## config.mk

```make
export PLATFORM = sky130hd
export DESIGN_NAME = linear_ramp_generator_top
export DESIGN_NICKNAME = d
export VERILOG_FILES = /design/src/rtl/lrg_pkg.sv /design/src/rtl/lrg_div.sv /design/src/rtl/linear_ramp_generator_top.sv
export SDC_FILE = /design/constraint.sdc
export NUM_CORES = 1
export LEC_CHECK = 0
export ABC_AREA = 1
export BUFFER_PORTS_ARGS = -buffer_cell sky130_fd_sc_hd__clkbuf_2
export CELL_PAD_IN_SITES_DETAIL_PLACEMENT = 1
export CELL_PAD_IN_SITES_GLOBAL_PLACEMENT = 1
export CORE_MARGIN = 4
export CORE_UTILIZATION = 48
export CTS_CLUSTER_DIAMETER = 80
export DETAILED_ROUTE_END_ITERATION = 10
export PLACE_DENSITY = 0.95
export SETUP_SLACK_MARGIN = 0.15
export SLEW_MARGIN = 20
export SYNTH_ARGS = -nofsm -noshare
export SYNTH_HDL_FRONTEND = slang
export SYNTH_SLANG_ARGS = --single-unit
```

## constraint.sdc

```tcl
create_clock -name clk -period 4.5 [get_ports clk]
set_clock_uncertainty 0.15 [all_clocks]
set_input_delay 0 -clock clk [delete_from_list [all_inputs] [get_ports clk]]
set_output_delay 0 -clock clk [all_outputs]
set_load 0.1 [all_outputs]
```

## src/rtl/lrg_pkg.sv

```systemverilog
`timescale 1ns / 1ps
// Package for the linear ramp generator: item structs, command codes,
// divider handshake types and widths. No dependencies.
package lrg_pkg;

  localparam int REF_W               = 32;           // reference / target width
  localparam int DIFF_W              = REF_W + 1;    // signed difference width
  localparam int CNT_FIELD_W         = 16;           // step_count field width
  localparam int STEP_COUNT_BITS_DEF = 16;           // default steps_left width
  localparam int DIV_ITERS           = REF_W;        // one quotient bit per cycle
  localparam int DIV_ITER_W          = $clog2(DIV_ITERS);

  localparam logic CMD_START = 1'b0;
  localparam logic CMD_TICK  = 1'b1;

  typedef struct packed {
    logic                    command;
    logic signed [REF_W-1:0] target;
    logic [CNT_FIELD_W-1:0]  step_count;
  } in_item_t;

  typedef struct packed {
    logic signed [REF_W-1:0] reference;
    logic                    ramp_done;
  } out_item_t;

  typedef struct packed {
    logic                     start;
    logic signed [DIFF_W-1:0] diff;
  } div_req_t;

  typedef struct packed {
    logic                     done;
    logic signed [DIFF_W-1:0] quotient;
  } div_rsp_t;

endpackage

```

## src/rtl/lrg_div.sv

```systemverilog
`timescale 1ns / 1ps
// Iterative signed-by-unsigned divider, one quotient bit per cycle,
// truncating toward zero. Depends on lrg_pkg.
module lrg_div import lrg_pkg::*; #(
  parameter int STEP_COUNT_BITS = STEP_COUNT_BITS_DEF
) (
  input  logic                       clk,
  input  logic                       rst_n,
  input  div_req_t                   req,
  input  logic [STEP_COUNT_BITS-1:0] divisor,
  output div_rsp_t                   rsp
);

  logic                       run_r, run_nxt;
  logic                       done_r, done_nxt;
  logic [DIV_ITER_W-1:0]      iter_r, iter_nxt;
  logic                       neg_r, neg_nxt;
  logic [REF_W-1:0]           dvd_r, dvd_nxt;   // dividend shifts out, quotient shifts in
  logic [STEP_COUNT_BITS-1:0] rem_r, rem_nxt;
  logic [STEP_COUNT_BITS-1:0] dsr_r, dsr_nxt;

  logic [DIFF_W-1:0]          mag;
  logic [STEP_COUNT_BITS:0]   shifted;
  logic [STEP_COUNT_BITS:0]   trial;
  logic                       ge;
  logic [DIFF_W-1:0]          q_mag;

  assign mag     = req.diff[DIFF_W-1] ? DIFF_W'(-req.diff) : DIFF_W'(req.diff);
  assign shifted = {rem_r, dvd_r[REF_W-1]};
  assign trial   = shifted - {1'b0, dsr_r};
  assign ge      = ~trial[STEP_COUNT_BITS];

  always_comb begin
    run_nxt  = run_r;
    done_nxt = 1'b0;
    iter_nxt = iter_r;
    neg_nxt  = neg_r;
    dvd_nxt  = dvd_r;
    rem_nxt  = rem_r;
    dsr_nxt  = dsr_r;
    if (req.start) begin
      run_nxt  = 1'b1;
      iter_nxt = '0;
      neg_nxt  = req.diff[DIFF_W-1];
      dvd_nxt  = mag[REF_W-1:0];   // |diff| < 2^32
      rem_nxt  = '0;
      dsr_nxt  = divisor;
    end else if (run_r) begin
      rem_nxt  = ge ? trial[STEP_COUNT_BITS-1:0] : shifted[STEP_COUNT_BITS-1:0];
      dvd_nxt  = {dvd_r[REF_W-2:0], ge};
      iter_nxt = iter_r + 1'b1;
      if (iter_r == DIV_ITER_W'(DIV_ITERS - 1)) begin
        run_nxt  = 1'b0;
        done_nxt = 1'b1;
      end
    end
  end

  always_ff @(posedge clk) begin
    if (!rst_n) begin
      run_r  <= 1'b0;
      done_r <= 1'b0;
      iter_r <= '0;
    end else begin
      run_r  <= run_nxt;
      done_r <= done_nxt;
      iter_r <= iter_nxt;
    end
  end

  always_ff @(posedge clk) begin
    neg_r <= neg_nxt;
    dvd_r <= dvd_nxt;
    rem_r <= rem_nxt;
    dsr_r <= dsr_nxt;
  end

  assign q_mag        = {1'b0, dvd_r};
  assign rsp.done     = done_r;
  assign rsp.quotient = neg_r ? DIFF_W'(-q_mag) : q_mag;

endmodule

```

## src/rtl/linear_ramp_generator_top.sv

```systemverilog
`timescale 1ns / 1ps
// Linear ramp generator: ramp state, command handling and result register.
// Latency: every item's result is in out_data the cycle after acceptance.
// Throughput: tick and jump items every cycle while out_ready keeps pace;
// a start with a nonzero count holds in_ready low until the divided increment is stored.
// Reset (synchronous, rst_n low): reference, target, count and increment clear.
// Depends on lrg_pkg and lrg_div.
module linear_ramp_generator_top import lrg_pkg::*; #(
  parameter int STEP_COUNT_BITS = STEP_COUNT_BITS_DEF
) (
  input  logic      clk,
  input  logic      rst_n,
  input  logic      in_valid,
  output logic      in_ready,
  input  in_item_t  in_data,
  output logic      out_valid,
  input  logic      out_ready,
  output out_item_t out_data
);

  // Ramp state
  logic signed [REF_W-1:0]    cur_ref_r, cur_ref_nxt;
  logic signed [REF_W-1:0]    tgt_r, tgt_nxt;
  logic [STEP_COUNT_BITS-1:0] steps_r, steps_nxt;
  logic signed [DIFF_W-1:0]   inc_r, inc_nxt;

  // Control: busy while the divider works out a new increment
  logic      busy_r, busy_nxt;
  logic      out_valid_r, out_valid_nxt;
  out_item_t out_data_r, out_data_nxt;

  logic                           in_fire;
  logic [STEP_COUNT_BITS+CNT_FIELD_W-1:0] cnt_ext;
  logic [STEP_COUNT_BITS-1:0]     cnt_in;
  div_req_t                       div_req;
  div_rsp_t                       div_rsp;

  // New item only when idle and the result slot frees up this cycle
  assign in_ready = ~busy_r & (~out_valid_r | out_ready);
  assign in_fire  = in_valid & in_ready;

  // step_count is taken modulo 2^STEP_COUNT_BITS
  assign cnt_ext = {{STEP_COUNT_BITS{1'b0}}, in_data.step_count};
  assign cnt_in  = cnt_ext[STEP_COUNT_BITS-1:0];

  // Divider launches straight from an accepted start item with a nonzero count
  assign div_req.start = in_fire & (in_data.command == CMD_START) & (cnt_in != '0);
  assign div_req.diff  = {in_data.target[REF_W-1], in_data.target}
                       - {cur_ref_r[REF_W-1], cur_ref_r};

  lrg_div #(
    .STEP_COUNT_BITS(STEP_COUNT_BITS)
  ) u_div (
    .clk     (clk),
    .rst_n   (rst_n),
    .req     (div_req),
    .divisor (cnt_in),
    .rsp     (div_rsp)
  );

  always_comb begin
    cur_ref_nxt = cur_ref_r;
    tgt_nxt     = tgt_r;
    steps_nxt   = steps_r;
    inc_nxt     = inc_r;
    busy_nxt    = busy_r;

    if (in_fire) begin
      if (in_data.command == CMD_START) begin
        if (cnt_in == '0) begin
          // jump: target taken at once, stored target untouched
          cur_ref_nxt = in_data.target;
          steps_nxt   = '0;
          inc_nxt     = '0;
        end else begin
          tgt_nxt   = in_data.target;
          steps_nxt = cnt_in;
          busy_nxt  = 1'b1;
        end
      end else begin
        if (steps_r > STEP_COUNT_BITS'(1)) begin
          cur_ref_nxt = cur_ref_r + inc_r[REF_W-1:0];
          steps_nxt   = steps_r - 1'b1;
        end else if (steps_r == STEP_COUNT_BITS'(1)) begin
          // last step snaps to the target, no rounding residue
          cur_ref_nxt = tgt_r;
          steps_nxt   = '0;
        end
      end
    end

    if (div_rsp.done) begin
      inc_nxt  = div_rsp.quotient;
      busy_nxt = 1'b0;
    end
  end

  // Result register: loaded on every accept, the reference does not wait on the divide
  always_comb begin
    out_valid_nxt = out_valid_r;
    out_data_nxt  = out_data_r;
    if (in_fire) begin
      out_valid_nxt          = 1'b1;
      out_data_nxt.reference = cur_ref_nxt;
      out_data_nxt.ramp_done = (steps_nxt == '0);
    end else if (out_ready) begin
      out_valid_nxt = 1'b0;
    end
  end

  always_ff @(posedge clk) begin
    if (!rst_n) begin
      cur_ref_r   <= '0;
      tgt_r       <= '0;
      steps_r     <= '0;
      inc_r       <= '0;
      busy_r      <= 1'b0;
      out_valid_r <= 1'b0;
    end else begin
      cur_ref_r   <= cur_ref_nxt;
      tgt_r       <= tgt_nxt;
      steps_r     <= steps_nxt;
      inc_r       <= inc_nxt;
      busy_r      <= busy_nxt;
      out_valid_r <= out_valid_nxt;
    end
  end

  always_ff @(posedge clk) begin
    out_data_r <= out_data_nxt;
  end

  assign out_valid = out_valid_r;
  assign out_data  = out_data_r;

  // Divider result only ever lands while a start is pending
  a_done_while_busy: assert property (@(posedge clk) disable iff (!rst_n)
    div_rsp.done |-> busy_r)
    else $error("divider finished with no start pending");

  // A ramp start with nonzero count must lock out new items next cycle
  a_start_locks: assert property (@(posedge clk) disable iff (!rst_n)
    div_req.start |=> (busy_r && !in_ready))
    else $error("start did not lock the input");

  // Every accepted item leaves a result waiting
  a_fire_result: assert property (@(posedge clk) disable iff (!rst_n)
    in_fire |=> out_valid_r)
    else $error("accepted item produced no result");

  // Count only moves on an accepted item
  a_steps_hold: assert property (@(posedge clk) disable iff (!rst_n)
    !in_fire |=> $stable(steps_r))
    else $error("step count changed without an item");

endmodule

```

Word level (Yosys, flattened, before mapping)
Index checks and enable logic that the tools add are counted.
{ "word_totals": {"reg_bits": 219, "in_bits": 53, "word_cells": 75} }
{ "op_classes": {"addsub": 7, "magnitude_cmp": 1, "n_eq_ne": 3, "mux": 25, "n_bitwise": 12, "n_reduce_logical": 12} }
{ "ops": {"columns": ["operator", "n"], "rows": [
  ["two-way mux 32 bit", 13],
  ["two-way mux 16 bit", 6],
  ["negator 32 bit", 2],
  ["subtractor 32 x 32 -> 33 bit", 1],
  ["adder 32 bit", 1],
  ["zero test 16 bit", 2],
  ["subtractor 17 x 16 -> 17 bit", 1],
  ["== test 16 x 1 -> 1 bit, second input constant", 1],
  ["> comparator 16 x 1 -> 1 bit, second input constant", 1],
  ["nonzero test 16 bit", 1],
  ["subtractor 16 x 1 -> 16 bit, second input constant", 1],
  ["nonzero test 2 bit", 4],
  ["NOT 1 bit", 7],
  ["two-way mux 1 bit", 6],
  ["AND reduction 3 bit", 2],
  ["adder 5 x 1 -> 5 bit, second input constant", 1],
  ["== test 5 bit, second input constant", 1],
  ["AND 1 bit", 4],
  ["OR reduction 2 bit", 2],
  ["OR reduction 3 bit", 1],
  ["!= test 2 x 1 -> 1 bit, second input constant", 1],
  ["bitwise OR 1 bit", 1]
]} }

Logic depth before layout (Yosys ltp)
{ "depth": {"word_depth": 7, "depth_mapped": 23, "ltp_nobuf": 23} }

Modules after synthesis
From an unflattened synthesis, not the netlist that was laid out.
{ "unflattened": {"hier_cells": 2707, "hier_area_um2": 17239.0} }
{ "by_module_without_submodules": {"columns": ["mod", "n_inst", "cells_each", "area_per_inst_um2", "seq_area_each_um2"], "rows": [
  ["linear_ramp_generator_top", 1, 1832, 11453.5, 3273.1],
  ["lrg_div", 1, 875, 5785.5, 1931.9]
]} }

Worst setup path before layout
Ideal clock, no wire load.
{ "synth_timing": {"path_type": "flip-flop to flip-flop", "from": "register out_valid_r (netlist: out_valid)", "to": "register out_data_r, in the netlist out_data[10], data pin", "setup_ps": 141, "arrival_time_ps": 4518, "t_required_ps": 4209, "slack_ps": -309, "stages_incl_launch_ff": 10, "n_path_buf": 2, "path_cell_list": "dfxtp_1 nand2_1 inv_1 nor2_1 nand2_1 inv_1 clkbuf_1 buf_1 o211ai_1 nand2_1"} }
{ "synth_between": {"elab_chain_cells": 5} }
{ "synth_lines": {"columns": ["item", "line", "source"], "rows": [
  ["start: declaration", "linear_ramp_generator_top.sv:29", "logic out_valid_r, out_valid_nxt;"],
  ["start signal: assignment", "linear_ramp_generator_top.sv:125", "out_valid_r <= out_valid_nxt;"],
  ["NOT 1 bit", "linear_ramp_generator_top.sv:39", "assign in_ready = ~busy_r & (~out_valid_r | out_ready);"],
  ["bitwise OR 1 bit", "linear_ramp_generator_top.sv:39", null],
  ["AND 1 bit", "linear_ramp_generator_top.sv:39", null],
  ["via in_ready", "linear_ramp_generator_top.sv:14", "output logic in_ready,"],
  ["AND 1 bit", "linear_ramp_generator_top.sv:40", "assign in_fire = in_valid & in_ready;"],
  ["via in_fire", "linear_ramp_generator_top.sv:32", "logic in_fire;"],
  ["two-way mux 32 bit", "linear_ramp_generator_top.sv:68", "if (in_fire) begin"],
  ["via cur_ref_nxt[9]", "linear_ramp_generator_top.sv:22", "logic signed [REF_W-1:0] cur_ref_r, cur_ref_nxt;"],
  ["end signal: assignment", "linear_ramp_generator_top.sv:130", "out_data_r <= out_data_nxt;"],
  ["end: declaration", "linear_ramp_generator_top.sv:30", "out_item_t out_data_r, out_data_nxt;"]
]} }
The timed path passes the listed nets, and every way through them passes these cells.
A chain may end at the register's enable or synchronous reset.

Final worst setup path
{ "layout_timing": {"from": "register u_div.dvd_r[31]", "to": "register u_div.rem_r[0]"} }
{ "layout_between": {"elab_chain_cells": 2} }
{ "layout_lines": {"columns": ["item", "line", "source"], "rows": [
  ["start: declaration", "lrg_div.sv:18", "logic [REF_W-1:0] dvd_r, dvd_nxt;"],
  ["start signal: assignment", "lrg_div.sv:73", "dvd_r <= dvd_nxt;"],
  ["subtractor 17 x 16 -> 17 bit", "lrg_div.sv:30", "assign trial = shifted - {1'b0, dsr_r};"],
  ["two-way mux 16 bit (*)", "lrg_div.sv:49", "rem_nxt = ge ? trial[STEP_COUNT_BITS-1:0] : shifted[STEP_COUNT_BITS-1:0];"],
  ["end signal: assignment", "lrg_div.sv:74", "rem_r <= rem_nxt;"],
  ["end: declaration", "lrg_div.sv:19", "logic [STEP_COUNT_BITS-1:0] rem_r, rem_nxt;"]
]} }
Mark *: on every way between the ends. The rest lies on a longest branch, timed or not.

==> results.md <==
* Drt wl/cell at ~25 um
* Reg2Reg Capture Point: u_div.rem_r[0]
* Worst r2r src: u_div.dvd_r[31]
* P_int at between 4 and 5 mW
* Seq cells post-synth at ~220
* P_sw at ~3 mW
* Number of enable-type register cells in the synthesized netlist at about 80
* Largest net degree at the start of global routing at 71
* CP Data Required Time at ~4.8 ns
* Hold Path Depth at 2
* Die Ht at about 190 um
* # Post-CTS Setup Buffers at 0
* DRT antenna net count at 0
* Overall global routing resource usage at 0.416
* Layout cells sized above 1 at 0.0766
* Synth top area share at 0.168
* FP Rows at between 60 and 70
* Die W at around 190 um
* Antenna violations before repair at 8
* Pleak at roughly 8.8 nW
* Slew Limit Fails at 0
* GRT overflow at 0
* H-Tree Level Count at 1
* DR DRC count at 0
* Clock Latency Late Sink at approximately 0.57 ns
* Area Overhead vs Synth at 15.7%
* Final Critical Period at around 3.9 ns
* Syn Area/Cell at 6.53 um^2
* Comb power frac at 0.358
* Final Hold Fails at 0
* Yosys cell types at 50
* Total CTS buffers at 26
* Hold_sp: in_data[9]
* FILL cells at around 4,500
* Yosys top cell by area: dfxtp_1
* CTS Root Cell: clkbuf_16
* Sequential-to-total area share from yosys stat at 0.318
* # resized after CTS at 0
* Die area at roughly 0.037 mm^2
* Dpl hpwl at about 51,000 um
* Design Area, Final at ~0.019 mm^2
* Sink Count at 219
* Final period utilization at 0.871
* TNS Setup at 0 ns
* Port-buffer cells at 87
* Relative slew slack at 0.309
* Clock slew at reported path FFs at approximately 0.07 ns
* Crit path launch: u_div.dvd_r[31]
* 1st-pass router iterations at 5
* Hold EP: u_div.dsr_r[9]
* Status: finished, final reports clean
* CTS tree: done
* Placer Congestion at approximately 1
* Synthesized Nets at around 2,600
* Crit Path Category: register to register
* Initial DRC Count at around 2,100
* Initial Util at 0.488
* Power density over the cells at roughly 400 mW/mm^2
* Clk pwr share at 0.310
* Max Fclk at 255 MHz
* Core ar. at 0.0335 mm^2
* YS warnings at 0
* Worst-case clock buffer depth at 3
* RSZ-0062 raised after global routing: no
* Hold Crit Class: input pin to register
* Post-placement cell area at ~0.017 mm^2
* Crit path capture type: register
* Ys async rst share at 0
* Maximum vdd ir drop at roughly 0.30 mV
* NumNets Final at between 2,000 and 3,000
* WHS at roughly 0.032 ns
* R2R depth at 15
* Vias in the first global route at around 21,000
* Sequential power share at 0.331
* Post-Syn Area at about 0.016 mm^2
* Synth Instances at approximately 2,500
* Worst setup SP type: register
* Worst slew pin tran at roughly 1.0 ns
* Net Sw Frac at 0.416
* Arrival time worst endpoint at between 4 and 5 ns
* Synth area leaders: dfxtp_1 17%, edfxtp_1 15%, nand2_1 15%
* Final setup viols at 0
* Setup slack, reg-to-reg at 0.58 ns
* Max FO, Critical Path at 27
* Max_cap viols at 0
* DRT Wirelength at a little under 80,000 um
* Most used DFF post-synth: dfxtp_1
* Final total power at 7.37 mW
* IO Count at a little under 90
* Routed vias at approximately 20,000
* First-pass GRT wire length at around 120,000 um
* Via density at ~6.4
[per-stage QoR]
step / utilization / cells / worst slack [ns]
final: 0.564 / 3116 / 0.581
after global routing: 0.564 / 3114 / 0.346
after CTS: 0.564 / 3111 / 0.785
after detailed placement: 0.512 / 2979 / 0.837
after global placement: 0.512 / 2979 / 0.997
after floorplan: - / 2503 / 0.272
[layer usage]
metal | GRT usage | share of wire
met3 | 0.107 | 0.11
met5 | 0 | 0.00052
met1 | 0.504 | 0.37
met2 | 0.674 | 0.45
met4 | 0.229 | 0.070
[timing repair]
item | in CTS | in global routing
endpoints found under the setup margin | 0 | 0
hold endpoints to repair | 127 | 0
hold buffers | 84 | 0
[cell type report]
cell class / instances / area [um^2] / share of cell area
multi-input combinational: 1865 / 9540 / 0.504
sequential: 219 / 5200 / 0.275
timing repair buffer: 191 / 1440 / 0.0761
inverter: 340 / 1280 / 0.0676
clock buffer: 35 / 737 / 0.0390
tap: 448 / 561 / 0.0296
clock inverter: 13 / 144 / 0.00761
antenna: 5 / 12.5 / 0.000661
[cell families (layout without fill, tap and decap cells)]
logic type | Yosys count | after routing | synth area share
xor+xnor | 60 | 60 | 0.0321
fa+ha+maj | 88 | 88 | 0.0687
buf+inv | 419 | 579 | 0.0992
other cells | 0 | 5 | 0
compound gates | 512 | 512 | 0.174
simple gates | 1205 | 1205 | 0.308
flops | 219 | 219 | 0.318
[synthesized netlist by cell type (17+ instances only)]
cell / instances
dfxtp_1: 137
nand2_2: 17
xor2_1: 39
nand4_1: 24
o21ai_0: 213
edfxtp_1: 82
clkbuf_1: 54
nor2_1: 272
a21oi_1: 183
nand3_1: 154
o211ai_1: 36
xnor2_1: 21
nor3_1: 32
ha_1: 85
inv_1: 336
nand2_1: 651
[worst max-delay path: stages (launching register included)]
cell	delay [ns]
edfxtp_1	0.41
inv_1	0.08
ha_1	0.22
fa_1	0.42
nand3b_1	0.19
nand2_1	0.15
a21oi_1	0.16
o21ai_0	0.52
nand3_1	0.19
nand2_1	0.11
nand2_1	0.07
nand2_2	0.41
inv_1	0.30
nand2_1	0.13
nand3_1	0.09
o21ai_0	0.18
[flip-flops by register name, indices dropped and copies added (netlist names)]
signal        flops
inc_r            32
out_valid         1
tgt_r            32
u_div.dvd_r      32
out_data         33
cur_ref_r        32
u_div.rem_r      16
steps_r          16
u_div.neg_r       1
u_div.done_r      1
u_div.iter_r      5
u_div.dsr_r      16
u_div.run_r       1
busy_r            1
[how the worst max path moves through the flow]
stage	slack, ns	end	cells past startpoint
2_1_floorplan	0.27	out_data[10]	9
3_3_place_gp	1.0	u_div.rem_r[10]	13
3_5_place_dp	0.84	u_div.rem_r[0]	15
4_1_cts	0.78	u_div.rem_r[0]	15
5_1_grt	0.35	u_div.rem_r[0]	15
6_report	0.58	u_div.rem_r[0]	15
[power by group through the flow]
stage | registers (mW) | logic [mW] | clock network [mW]
after floorplan | 2.62 | 1.45 | 0
after global placement | 2.44 | 2.23 | 0
after detailed placement | 2.46 | 2.34 | 0
after CTS | 2.42 | 2.45 | 2.24
after global routing | 2.45 | 2.81 | 2.35
final | 2.44 | 2.64 | 2.29
[placed cells by master (no fill, tap or decap), types with 39 or more instances in the layout]
cell type      count
dfxtp_1          137
nand2_1          649
a21oi_1          182
o21ai_0          213
ha_1              85
edfxtp_1          82
xor2_1            39
clkbuf_2          87
nand3_1          154
nor2_1           270
inv_1            333
dlygate4sd3_1     84
(Power assumes the default switching activity.)
